[config.mk]
export PLATFORM = sky130hd
export DESIGN_NAME = extent_runlist_decoder
export DESIGN_NICKNAME = d
export VERILOG_FILES = /design/src/rtl/erd_pkg.sv /design/src/rtl/extent_runlist_decoder.sv /design/src/rtl/erd_in_stage.sv /design/src/rtl/erd_step.sv /design/src/rtl/erd_out_stage.sv
export SDC_FILE = /design/constraint.sdc
export NUM_CORES = 1
export LEC_CHECK = 0
export BUFFER_PORTS_ARGS = -buffer_cell sky130_fd_sc_hd__clkbuf_2
export CAP_MARGIN = 20
export CORE_ASPECT_RATIO = 1.5
export CORE_UTILIZATION = 45
export DETAILED_ROUTE_END_ITERATION = 8
export SETUP_SLACK_MARGIN = 0.02
export SYNTH_ARGS = -nofsm -noshare
export SYNTH_HDL_FRONTEND = slang
export SYNTH_HIERARCHICAL = 1
export SYNTH_SLANG_ARGS = --single-unit
[constraint.sdc]
create_clock -name aclk -period 4.8 [get_ports aclk]
set_clock_uncertainty 0.2 [all_clocks]
set_input_delay 0.48 -clock aclk [delete_from_list [all_inputs] [get_ports aclk]]
set_output_delay 0.48 -clock aclk [all_outputs]
set_load 0.02 [all_outputs]
[src/rtl/erd_pkg.sv]
package erd_pkg;

    localparam int unsigned LANES = 8;

    typedef enum logic [1:0] {
        PH_IDLE   = 2'd0,
        PH_HEADER = 2'd1,
        PH_LENGTH = 2'd2,
        PH_OFFSET = 2'd3
    } phase_t;

    localparam logic [1:0] ST_RUN   = 2'd0;
    localparam logic [1:0] ST_END   = 2'd1;
    localparam logic [1:0] ST_TRUNC = 2'd2;

    localparam logic [3:0] NIBBLE_MASK = 4'hF;
    localparam int unsigned SIGN_BIT_POS = 7;

    typedef struct packed {
        logic [7:0] run_byte;
        logic       list_start;
        logic       list_last;
    } in_beat_t;

    typedef struct packed {
        logic [1:0]  status;
        logic        list_done;
        logic        sparse;
        logic [63:0] cluster_count;
        logic [63:0] start_lcn;
    } out_beat_t;

endpackage

[src/rtl/extent_runlist_decoder.sv]
// Extent run list decoder. Takes an encoded run list one byte per beat on the
// s_ channel (run_byte, with list_start on the first header byte of a list and
// list_last on the final byte of the available area) and returns one beat on
// the m_ channel for every completed run (status 0: length, absolute start
// cluster or sparse flag), for a zero header end marker (status 1) and for a
// run cut short by list_last (status 2). Offsets are signed deltas summed into
// a running cluster number modulo 2^64; length and offset bytes past the
// eighth are consumed and ignored. Throughput is one byte per clock while the
// result register can load: each byte is held in the input register and is
// decoded by the step logic (byte placement plus one 64-bit add) straight into
// the result register, which presents the result on m_.
// The input register accepts a byte while a result waits in the output
// register; back-pressure reaches s_ready only once both are full.
module extent_runlist_decoder (
    input  logic               aclk,
    input  logic               aresetn,
    input  logic               s_valid,
    output logic               s_ready,
    input  erd_pkg::in_beat_t  s_data,
    output logic               m_valid,
    input  logic               m_ready,
    output erd_pkg::out_beat_t m_data
);
    import erd_pkg::*;

    logic      beat_valid;
    in_beat_t  beat_data;
    logic      out_can_load;
    logic      step_fire;
    logic      step_emit;
    out_beat_t step_result;

    // step logic advances only when the result register has room
    assign step_fire = beat_valid && out_can_load;

    erd_in_stage u_in (
        .aclk       (aclk),
        .aresetn    (aresetn),
        .s_valid    (s_valid),
        .s_ready    (s_ready),
        .s_data     (s_data),
        .take       (step_fire),
        .beat_valid (beat_valid),
        .beat_data  (beat_data)
    );

    erd_step u_step (
        .aclk    (aclk),
        .aresetn (aresetn),
        .fire    (step_fire),
        .beat    (beat_data),
        .emit    (step_emit),
        .result  (step_result)
    );

    erd_out_stage u_out (
        .aclk      (aclk),
        .aresetn   (aresetn),
        .load      (step_fire && step_emit),
        .load_data (step_result),
        .can_load  (out_can_load),
        .m_valid   (m_valid),
        .m_ready   (m_ready),
        .m_data    (m_data)
    );

    // end marker and truncation always close the list
    a_term_closes_list: assert property (@(posedge aclk) disable iff (!aresetn)
        (m_valid && m_data.status != ST_RUN) |-> m_data.list_done)
        else $error("end or truncation beat without list_done");

    // sparse runs carry no start cluster
    a_sparse_zero_start: assert property (@(posedge aclk) disable iff (!aresetn)
        (m_valid && m_data.sparse) |-> (m_data.start_lcn == 64'd0 && m_data.status == ST_RUN))
        else $error("sparse beat with nonzero start");

    // held input beat is not overwritten while the step logic is stalled
    a_in_hold: assert property (@(posedge aclk) disable iff (!aresetn)
        (beat_valid && !step_fire) |=> (beat_valid && $stable(beat_data)))
        else $error("input register lost a stalled beat");

    // the step never emits into a full, stalled result register
    a_no_overrun: assert property (@(posedge aclk) disable iff (!aresetn)
        (m_valid && !m_ready) |-> !step_fire)
        else $error("result register overrun");

endmodule

[src/rtl/erd_in_stage.sv]
module erd_in_stage (
    input  logic              aclk,
    input  logic              aresetn,
    input  logic              s_valid,
    output logic              s_ready,
    input  erd_pkg::in_beat_t s_data,
    input  logic              take,
    output logic              beat_valid,
    output erd_pkg::in_beat_t beat_data
);
    import erd_pkg::*;

    logic     valid_reg;
    in_beat_t data_reg;

    // register frees up in the same cycle the step logic takes it
    assign s_ready    = !valid_reg || take;
    assign beat_valid = valid_reg;
    assign beat_data  = data_reg;

    always_ff @(posedge aclk) begin
        if (!aresetn) begin
            valid_reg <= 1'b0;
        end else if (s_ready) begin
            valid_reg <= s_valid;
        end
    end

    // cleared so the phase decode never sees an unknown list_start
    always_ff @(posedge aclk) begin
        if (!aresetn) begin
            data_reg <= '0;
        end else if (s_ready && s_valid) begin
            data_reg <= s_data;
        end
    end

endmodule

[src/rtl/erd_step.sv]
module erd_step (
    input  logic               aclk,
    input  logic               aresetn,
    input  logic               fire,
    input  erd_pkg::in_beat_t  beat,
    output logic               emit,
    output erd_pkg::out_beat_t result
);
    import erd_pkg::*;

    phase_t      phase_reg,    phase_next;
    logic [3:0]  len_left_reg, len_left_next;
    logic [3:0]  off_left_reg, off_left_next;
    logic [3:0]  idx_reg,      idx_next;
    logic [3:0]  off_width_reg, off_width_next;
    logic [63:0] len_acc_reg,  len_acc_next;
    logic [63:0] delta_reg,    delta_next;
    logic [63:0] run_lcn_reg,  run_lcn_next;

    phase_t      cur_phase;
    logic [63:0] cur_run;
    logic [63:0] field_acc;
    logic [63:0] placed;
    logic [63:0] delta_ext;
    logic [63:0] new_lcn;
    logic [3:0]  left_dec;
    logic        finished;
    logic        cut_short;

    function automatic logic [63:0] place_byte(input logic [63:0] acc,
                                               input logic [7:0]  b,
                                               input logic [3:0]  idx);
        logic [63:0] r;
        r = acc;
        for (int k = 0; k < LANES; k++) begin
            if (idx == 4'(k)) begin
                r[8*k +: 8] = r[8*k +: 8] | b;
            end
        end
        return r;
    endfunction

    function automatic logic [63:0] sign_fill(input logic [3:0] width);
        logic [63:0] m;
        m = '0;
        for (int k = 0; k < LANES; k++) begin
            if (4'(k) >= width) begin
                m[8*k +: 8] = 8'hFF;
            end
        end
        return m;
    endfunction

    // list start forces a header and clears the running cluster
    assign cur_phase = beat.list_start ? PH_HEADER : phase_reg;
    assign cur_run   = beat.list_start ? 64'd0 : run_lcn_reg;

    // one lane update and one countdown serve both fields
    assign field_acc = (cur_phase == PH_LENGTH) ? len_acc_reg : delta_reg;
    assign placed    = place_byte(field_acc, beat.run_byte, idx_reg);
    assign left_dec  = ((cur_phase == PH_LENGTH) ? len_left_reg : off_left_reg) - 4'd1;

    // short negative delta: fill the lanes above the field
    assign delta_ext = (off_width_reg < 4'(LANES) && beat.run_byte[SIGN_BIT_POS])
                     ? (placed | sign_fill(off_width_reg)) : placed;
    assign new_lcn   = cur_run + delta_ext;

    assign finished  = (cur_phase == PH_HEADER && beat.run_byte == 8'd0)
                    || (cur_phase == PH_LENGTH && left_dec == 4'd0 && off_left_reg == 4'd0)
                    || (cur_phase == PH_OFFSET && left_dec == 4'd0);

    // area ran out before the run was complete
    assign cut_short = (cur_phase != PH_IDLE) && !finished && beat.list_last;

    // next state
    always_comb begin
        phase_next     = cur_phase;
        len_left_next  = len_left_reg;
        off_left_next  = off_left_reg;
        idx_next       = idx_reg;
        off_width_next = off_width_reg;
        len_acc_next   = len_acc_reg;
        delta_next     = delta_reg;
        run_lcn_next   = cur_run;

        unique case (cur_phase)
            PH_IDLE: begin
                // stray byte outside a list: dropped
            end
            PH_HEADER: begin
                if (beat.run_byte == 8'd0) begin
                    phase_next = PH_IDLE;
                end else begin
                    len_left_next  = beat.run_byte[3:0] & NIBBLE_MASK;
                    off_left_next  = beat.run_byte[7:4] & NIBBLE_MASK;
                    off_width_next = beat.run_byte[7:4] & NIBBLE_MASK;
                    idx_next       = '0;
                    len_acc_next   = '0;
                    delta_next     = '0;
                    phase_next     = (beat.run_byte[3:0] != 4'd0) ? PH_LENGTH : PH_OFFSET;
                end
            end
            PH_LENGTH: begin
                len_acc_next  = placed;
                len_left_next = left_dec;
                idx_next      = idx_reg + 4'd1;
                if (left_dec == 4'd0) begin
                    if (off_left_reg == 4'd0) begin
                        phase_next = beat.list_last ? PH_IDLE : PH_HEADER;
                    end else begin
                        idx_next   = '0;
                        phase_next = PH_OFFSET;
                    end
                end
            end
            PH_OFFSET: begin
                delta_next    = placed;
                off_left_next = left_dec;
                idx_next      = idx_reg + 4'd1;
                if (left_dec == 4'd0) begin
                    delta_next   = delta_ext;
                    run_lcn_next = new_lcn;
                    phase_next   = beat.list_last ? PH_IDLE : PH_HEADER;
                end
            end
        endcase

        if (cut_short) begin
            phase_next = PH_IDLE;
        end
    end

    // result beat
    always_comb begin
        emit   = finished || cut_short;
        result = '0;

        unique case (cur_phase)
            PH_IDLE: begin
                result = '0;
            end
            PH_HEADER: begin
                if (finished) begin
                    result.status    = ST_END;
                    result.list_done = 1'b1;
                end
            end
            PH_LENGTH: begin
                if (finished) begin
                    result.status        = ST_RUN;
                    result.list_done     = beat.list_last;
                    result.sparse        = 1'b1;
                    result.cluster_count = placed;
                end
            end
            PH_OFFSET: begin
                if (finished) begin
                    result.status        = ST_RUN;
                    result.list_done     = beat.list_last;
                    result.cluster_count = len_acc_reg;
                    result.start_lcn     = new_lcn;
                end
            end
        endcase

        if (cut_short) begin
            result.status    = ST_TRUNC;
            result.list_done = 1'b1;
        end
    end

    always_ff @(posedge aclk) begin
        if (!aresetn) begin
            phase_reg     <= PH_IDLE;
            len_left_reg  <= '0;
            off_left_reg  <= '0;
            idx_reg       <= '0;
            off_width_reg <= '0;
            len_acc_reg   <= '0;
            delta_reg     <= '0;
            run_lcn_reg   <= '0;
        end else if (fire) begin
            phase_reg     <= phase_next;
            len_left_reg  <= len_left_next;
            off_left_reg  <= off_left_next;
            idx_reg       <= idx_next;
            off_width_reg <= off_width_next;
            len_acc_reg   <= len_acc_next;
            delta_reg     <= delta_next;
            run_lcn_reg   <= run_lcn_next;
        end
    end

endmodule

[src/rtl/erd_out_stage.sv]
module erd_out_stage (
    input  logic               aclk,
    input  logic               aresetn,
    input  logic               load,
    input  erd_pkg::out_beat_t load_data,
    output logic               can_load,
    output logic               m_valid,
    input  logic               m_ready,
    output erd_pkg::out_beat_t m_data
);
    import erd_pkg::*;

    logic      valid_reg;
    out_beat_t data_reg;

    assign can_load = !valid_reg || m_ready;
    assign m_valid  = valid_reg;
    assign m_data   = data_reg;

    always_ff @(posedge aclk) begin
        if (!aresetn) begin
            valid_reg <= 1'b0;
        end else if (can_load) begin
            valid_reg <= load;
        end
    end

    always_ff @(posedge aclk) begin
        if (can_load && load) begin
            data_reg <= load_data;
        end
    end

endmodule
==> summary.txt, run 1 <==
Outcome
  • Status: complete, no violations

Die
  • Core area: 0.04481 sq mm
  • Die ar.: 0.04633 sq mm
  • FP Rows: 95
  • Die Y: around 260 microns
  • Die width: 176.1 microns
  • Initial core utilization: 45.65%
  • IO Count: 148

Cells and area
  • ANT cells: 0
  • Most frequent cells in the layout: a21oi_1, nor2b_1, dfxtp_1
  • Share of post-route cells with drive strength above 1: 20.67%
  • Max reg flops: between 100 and 150
  • Synth-to-Final Area Change: 20.06%
  • Cell area after layout: 0.02456 sq mm
  • Commonest non-fill, non-tap cell in the layout: a21oi_1
  • FILL cells: about 4100
  • NumNets Final: about 2600

Worst setup path
  • Path type of the worst setup path: flop to flop
  • Endpoint class of the critical path: flop
  • Crit path arrival time: around 4800 ps
  • Req. time, crit path: 4900 ps
  • CP startpoint kind: flop
  • Crit Path Max Fanout: 8

Timing
  • Slew Viols, Final: 0
  • Max Fclk: between 0.2 and 0.25 GHz
  • Setup tns final: 0 ps
  • Final hold vios: 0
  • Final setup viols: 0
  • Slew @ Worst Pin: 989.9 ps
  • Slew margin rel.: 33.76%
  • Unrepaired setup endpoints after global routing: yes
  • Part of the cycle the worst path needs: a little over nine tenths
  • Min Tclk post-route: 4690 ps

Synth
  • Synth Register Bits: 354
  • Most common flop cell mapped by yosys: dfxtp_1
  • Ys async rst share: 0%
  • Register area share after synthesis: around two fifths
  • Syn_nets: about 2400
  • Mapped Avg Cell Area: 8.925 sq um
  • Top cells by area, synth: dfxtp_1, edfxtp_1, nor2b_1
  • Largest area contributor in the synthesized netlist: dfxtp_1
  • Synthesized netlist cell count: 2292
  • Netlist cell types: between 90 and 100
  • Synth warn: 6
  • Yosys top cell area share: about 22%
  • Cell area after synthesis: 0.02046 sq mm
  • Post-synth EDFFs: ~130

GRT
  • Vias in the first global route: 17787
  • First-pass GRT wire length: 102.3 mm
  • Initial antenna violation count: 0
  • Gr ovfl total: 0
  • Largest net degree at the start of global routing: 91
  • GRT Util Overall: 28.16%

Pwr
  • Sequential share of power: 46.1%
  • Psw: around 1.7 mW
  • Cell Pwr Density: 277.3 mW/mm^2
  • Pint: 5.115 mW
  • Power share of the combinational group: a little under a tenth
  • Switching portion of total power: 24.90%
  • Peak VDD IR: 0.2493 mV
  • Leakage: 9.620 nW
  • Clock power share: 44.5%

Clocking
  • Clk sink count: 354
  • Inserted Clock Buffers: 36
  • CTS clk-pin slew, worst paths: 70 ps
  • Clock tree buffer depth: 3
  • H-Tree Depth: 2
  • Clock Latency Late Sink: between 500 and 600 ps
  • Clk Tree Root Cell: clkbuf_16
  • TritonCTS clock tree: built

Drt
  • Post-DR wirelength/cell: 21.28 microns
  • DRC: 0
  • Drt total wl: 66.43 mm
  • Vias per inst: 5.882
  • Vias: 18364
  • Antenna Nets Post-Route: 0
  • DR pass1 iterations: 5
  • Detailed Route Iter0 Violations: 1606

Placed design
  • Placed inst area: 0.02287 sq mm
  • DP HPWL: about 47 mm
  • # port buffers: 147
  • Routability congestion estimate from global placement: 0.9361

Worst hold path
  • Worst Hold Class: input port to flop

Job
  • Total of max-cap violations: 0
[cells by family after synthesis]
| logic type | share of synthesized area (%) |
|---|---|
| AOI/OAI and AO/OA | 24.64 |
| xor gates and xnor gates | 3.125 |
| and+or+nand+nor | 22.04 |
| muxes | 1.095 |
| DFF | 41.10 |
| adders and majority gates | 3.792 |
| buffers and inverters | 4.214 |
[repair_timing]
item                                    in CTS  in global routing
pin swaps                                    2                  9
hold endpoints to repair                     8                  0
endpoints found under the setup margin       2                 48
gates resized for setup                      1                 45
buffers inserted                             2                  9
cloned                                       0                  1
hold buffers                                 8                  0
[metrics by stage]
stage / total power, mW / instances / setup WS, ps / hold WS [ps] / util (%)
finish: 6.811 / 3122 / 110.3 / 5.643 / 54.81
global route: 7.023 / 3122 / -55.58 / 28.81 / 54.81
CTS: 6.843 / 3112 / 29.28 / 4.492 / 54.08
detailed placement: 3.812 / 3037 / 41.35 / 231.8 / 51.03
global placement: 3.812 / 3037 / 10.96 / 230.1 / 51.03
floorplan: 3.570 / 2292 / -33.21 / 217.1 / -
[layer usage]
metal | routed length, microns | vias up | share of wire [%] | global-route usage [%]
met3 | 3198 | 96 | 4.8 | 2.455
met2 | 31460 | 605 | 47 | 46.30
met5 | 0 | - | 0 | 0
li1 | - | 8772 | - | -
met1 | 29780 | 8891 | 45 | 38.33
met4 | 1991 | 0 | 3.0 | 10.06
[power groups by stage]
stage          logic, mW  registers (mW)  clock network (mW)
6_report           0.641            3.14                3.03
3_5_place_dp       0.611            3.20                   0
3_3_place_gp       0.610            3.20                   0
2_1_floorplan      0.371            3.20                   0
5_1_grt            0.685            3.14                3.20
4_1_cts            0.620            3.13                3.09
[area by class of cell]
class                           instances  area, sq um  share of cell area, %
Timing Repair Buffer                  369         2541                  10.35
Tap cell                              582        728.2                  2.965
Clock buffer                           42        963.4                  3.923
Clock inverter                         23        299.0                  1.218
Multi-Input combinational cell       1722        11500                  46.83
Inverter                               30        112.6                 0.4585
Sequential cell                       354         8414                  34.26
[worst paths after layout]
| check | depth (start not counted) | end | slack [ps] | startpoint |
|---|---|---|---|---|
| max | 19 | u_out/m_data[60] | 110 | u_step/idx_reg[0] |
| min | 3 | u_in/beat_valid | 6 | s_valid |
| max reg2reg | 19 | u_out/m_data[60] | 110 | u_step/idx_reg[0] |
| min reg2reg | 2 | u_step/run_lcn_reg[55] | 240 | u_step/run_lcn_reg[55] |
[worst max-delay path: stages (launching register included)]
cell     delay [ps]
dfxtp_1         320
buf_4           150
ha_2            190
and2_1          280
buf_4           210
a22o_1          180
a21oi_1         260
nand2_1         190
ha_1            390
nand4_1         160
nor3_1          280
buf_4           170
nand3_1          70
nor3_2          260
a211o_1         220
a31oi_4          50
o21ai_4         260
a221o_1         250
nor3_1           60
a211o_1         270
[synth_stat cells, drive strengths merged, types with 6 or more instances]
cell / instances
and3: 20
nor3: 20
nor2b: 225
a211oi: 20
nand4: 14
a21boi: 18
nor4bb: 33
mux2i: 19
a221oi: 23
nor3b: 14
o21bai: 13
clkbuf: 163
and3b: 6
buf: 24
a22o: 45
o21a: 6
a2111oi: 12
xnor2: 35
dfxtp: 222
a21oi: 250
a22oi: 101
xor2: 38
o21ai: 80
nand2: 206
o31ai: 12
nor2: 177
inv: 30
edfxtp: 132
nor4: 8
ha: 58
nand3: 33
a21o: 42
nand2b: 31
a32oi: 33
and2: 36
a31oi: 23
No activity file was read; power rests on OpenSTA's default activity.
==> run 2, diff against run 1 <==
ABC_AREA = 1   (was unset)
SLEW_MARGIN = 20   (was unset)
==> run 2 against run 1 <==
Compared with the run above: design area increased by 2.1%; flip-flop and latch count unchanged; worst hold slack improved by 18 ps; area after synthesis increased by 9.3%; wire length increased by 31%.
==> summary.txt, run 2 <==
Timing
  • Min Tclk post-route: 4453 ps (was 4690 ps)
  • Slew @ Worst Pin: 1131 ps (was 989.9 ps)
  • Slew margin rel.: 24.57% (was 33.76%)
  • Final hold vios: 0 (unchanged)
  • Final setup viols: 0 (unchanged)
  • Unrepaired setup endpoints after global routing: no (was yes)
  • Part of the cycle the worst path needs: 92.78% (was 97.70%)
  • Min Hold Slack: 23.91 ps (was 5.643 ps)
  • Max Fclk: 0.2246 GHz (was 0.2132 GHz)
  • Slew Viols, Final: 0 (unchanged)

Worst setup path
  • CP startpoint kind: flop (unchanged)
  • CP Launch Point: u_step/phase_reg[0] (was u_step/idx_reg[0])
  • Crit Path Max Fanout: 25 (was 8)
  • Slowest-stage cell, CP: ha_1 (unchanged)
  • Crit-path cells: inv_2, nand3_4, buf_4, nand2_1, nand2_1, a21oi_1, nand2_1, ha_1, a21oi_1, o21ai_0, a21oi_1, o21ai_0, a21oi_1, nand3_1, a21oi_1 (was buf_4, ha_2, and2_1, buf_4, a22o_1, a21oi_1, nand2_1, ha_1, nand4_1, nor3_1, buf_4, nand3_1, nor3_2, a211o_1, a31oi_4, o21ai_4, a221o_1, nor3_1, a211o_1)
  • Path type of the worst setup path: flop to flop (unchanged)
  • Crit path arrival time: 4640 ps (was 4790 ps)
  • Worst path max stage delay: 470 ps (was 390 ps)
  • Worst R2R Start: u_step/phase_reg[0] (was u_step/idx_reg[0])
  • Crit path top cell by count: a21oi_1 (was buf_4)
  • Req. time, crit path: 4980 ps (was 4900 ps)
  • Endpoint class of the critical path: flop (unchanged)

Cells and area
  • FILL cells: 5097 (was 4102)
  • Fin util: 51.38% (was 54.81%)
  • Share of post-route cells with drive strength above 1: 11.63% (was 20.67%)
  • Most frequent cells in the layout: nand2_1, a21oi_1, inv_1 (was a21oi_1, nor2b_1, dfxtp_1)
  • ANT cells: 0 (unchanged)
  • NumNets Final: 3507 (was 2586)
  • Max reg flops: 132 (unchanged)
  • Synth-to-Final Area Change: 12.20% (was 20.06%)
  • Commonest non-fill, non-tap cell in the layout: nand2_1 (was a21oi_1)

Synth
  • Yosys top cell area share: 19.88% (was 21.72%)
  • Most common flop cell mapped by yosys: dfxtp_1 (unchanged)
  • Synthesized netlist cell count: 3347 (was 2292)
  • Syn_nets: 3420 (was 2365)
  • Synth warn: 6 (unchanged)
  • Mapped Avg Cell Area: 6.678 sq um (was 8.925 sq um)
  • Largest area contributor in the synthesized netlist: dfxtp_1 (unchanged)
  • Cell area after synthesis: 0.02235 sq mm (was 0.02046 sq mm)
  • Synth Register Bits: 354 (unchanged)
  • Netlist cell types: 50 (was 95)
  • Top cells by area, synth: dfxtp_1, edfxtp_1, nand2_1 (was dfxtp_1, edfxtp_1, nor2b_1)
  • Register area share after synthesis: 37.62% (was 41.10%)
  • Post-synth EDFFs: 132 (unchanged)
  • Most numerous cell in the Yosys netlist: nand2_1 (was a21oi_1)
  • Ys async rst share: 0% (unchanged)
  • Post-synth top cells: nand2_1, a21oi_1, inv_1 (was a21oi_1, nor2b_1, dfxtp_1)

Worst hold path
  • HP Start: s_data[1] (was s_valid)
  • Worst Hold Class: input port to flop (unchanged)

Die
  • IO Count: 148 (unchanged)
  • Die Y: 275.0 microns (was 263.1 microns)
  • Core area: 0.04880 sq mm (was 0.04481 sq mm)
  • Initial core utilization: 45.80% (was 45.65%)
  • Die ar.: 0.05058 sq mm (was 0.04633 sq mm)
  • Die width: 184.0 microns (was 176.1 microns)
  • FP Rows: 99 (was 95)

GRT
  • Gr ovfl total: 0 (unchanged)
  • GRT Util Overall: 33.97% (was 28.16%)
  • First-pass GRT wire length: 128.8 mm (was 102.3 mm)
  • Vias in the first global route: 21607 (was 17787)
  • Largest net degree at the start of global routing: 94 (was 91)
  • Initial antenna violation count: 0 (unchanged)

Outcome
  • Status: complete, no violations (unchanged)

Placed design
  • # port buffers: 147 (unchanged)
  • DP HPWL: 64.68 mm (was 47.31 mm)
  • Routability congestion estimate from global placement: 0.9797 (was 0.9361)

Pwr
  • Leakage: 11.13 nW (was 9.620 nW)
  • Peak VDD IR: 0.2799 mV (was 0.2493 mV)
  • Cell Pwr Density: 294.0 mW/mm^2 (was 277.3 mW/mm^2)

Clocking
  • H-Tree Depth: 2 (unchanged)
  • Post-CTS setup-driven buffer insertion count: 0 (was 2)
  • CTS clk-pin slew, worst paths: 60 ps (was 70 ps)
  • Clk sink count: 354 (unchanged)
  • Clk Tree Root Cell: clkbuf_16 (unchanged)
  • Clock Latency Late Sink: 580 ps (was 550 ps)
  • TritonCTS clock tree: built (unchanged)
  • Inserted Clock Buffers: 38 (was 36)
  • Clock tree buffer depth: 3 (unchanged)
  • Post-CTS sizing: 0 (was 1)

Drt
  • Drt total wl: 86.85 mm (was 66.43 mm)
  • Vias: 22927 (was 18364)
  • DRC: 0 (unchanged)
  • Detailed Route Iter0 Violations: 2209 (was 1606)
  • Post-DR wirelength/cell: 21.08 microns (was 21.28 microns)
  • Antenna Nets Post-Route: 0 (unchanged)
  • DR pass1 iterations: 6 (was 5)
  • Vias per inst: 5.565 (was 5.882)

Job
  • Total of max-cap violations: 0 (unchanged)
[run 2: worst paths after layout]
check	to	slack, ps	cells past startpoint
setup reg to reg	u_out/m_data[56]	350	15
setup / recovery	u_out/m_data[56]	350	15
hold / removal	u_in/beat_data[1]	20	5
hold reg to reg	u_step/run_lcn_reg[50]	260	2
[run 2: final cells by class]
cell class	instances	area [sq um]	area share (%)
Clock inverter	24	339.1	1.352
Sequential cell	354	8414	33.55
Clock buffer	46	1002	3.996
Multi-Input combinational cell	2419	11700	46.65
Inverter	420	1583	6.311
Tap cell	656	820.8	3.273
Timing Repair Buffer	201	1219	4.860
[run 2: cell families after synthesis]
logic type                 Yosys count  synth area share (%)
xor gates and xnor gates            29                 1.136
and+or+nand+nor                   1668                 31.52
buffers and inverters              574                 10.30
muxes                                1               0.04479
AOI/OAI and AO/OA                  662                 16.04
adders and majority gates           59                 3.337
DFF                                354                 37.62
[run 2: report_power, final]
part           internal [mW]  leakage [nW]  switching (mW)
clock network           1.89         0.653            1.34
registers               3.17          2.87          0.0554
logic                  0.236          7.60           0.689
total                   5.29          11.1            2.08
[run 2: layer usage]
| metal | part of all wire (%) | wire length [microns] | track usage, % |
|---|---|---|---|
| met1 | 40 | 35110 | 42.33 |
| met2 | 48 | 41290 | 57.49 |
| met3 | 6.0 | 5237 | 3.217 |
| met4 | 6.0 | 5212 | 18.97 |
| met5 | 0 | 0 | 0 |
[run 2: metrics by stage]
stage               total power, mW  TNS (ps)  worst slack (ps)  std cells  instance area, sq um
floorplan                     3.866    -14670            -111.1       3347                 22420
global placement              4.185         0             385.1       4049                 23730
detailed placement            4.193         0             454.7       4049                 23730
CTS                           7.423         0             435.3       4120                 25080
global route                  7.606         0             108.7       4120                 25080
finish                        7.373         0             346.7       4120                 25080
[run 2: timing repair]
action	4_1_cts	5_1_grt
endpoints found under the setup margin	0	0
hold buffers	1	0
hold endpoints to repair	1	0
[run 2: worst max-delay path, delay by kind of cell, from the launching register on]
kind | cells | cell delay [ps]
AOI/OAI and AO/OA | 7 | 1710
and+or+nand+nor | 5 | 920
buffers and inverters | 2 | 600
adders and majority gates | 1 | 470
DFF | 1 | 350
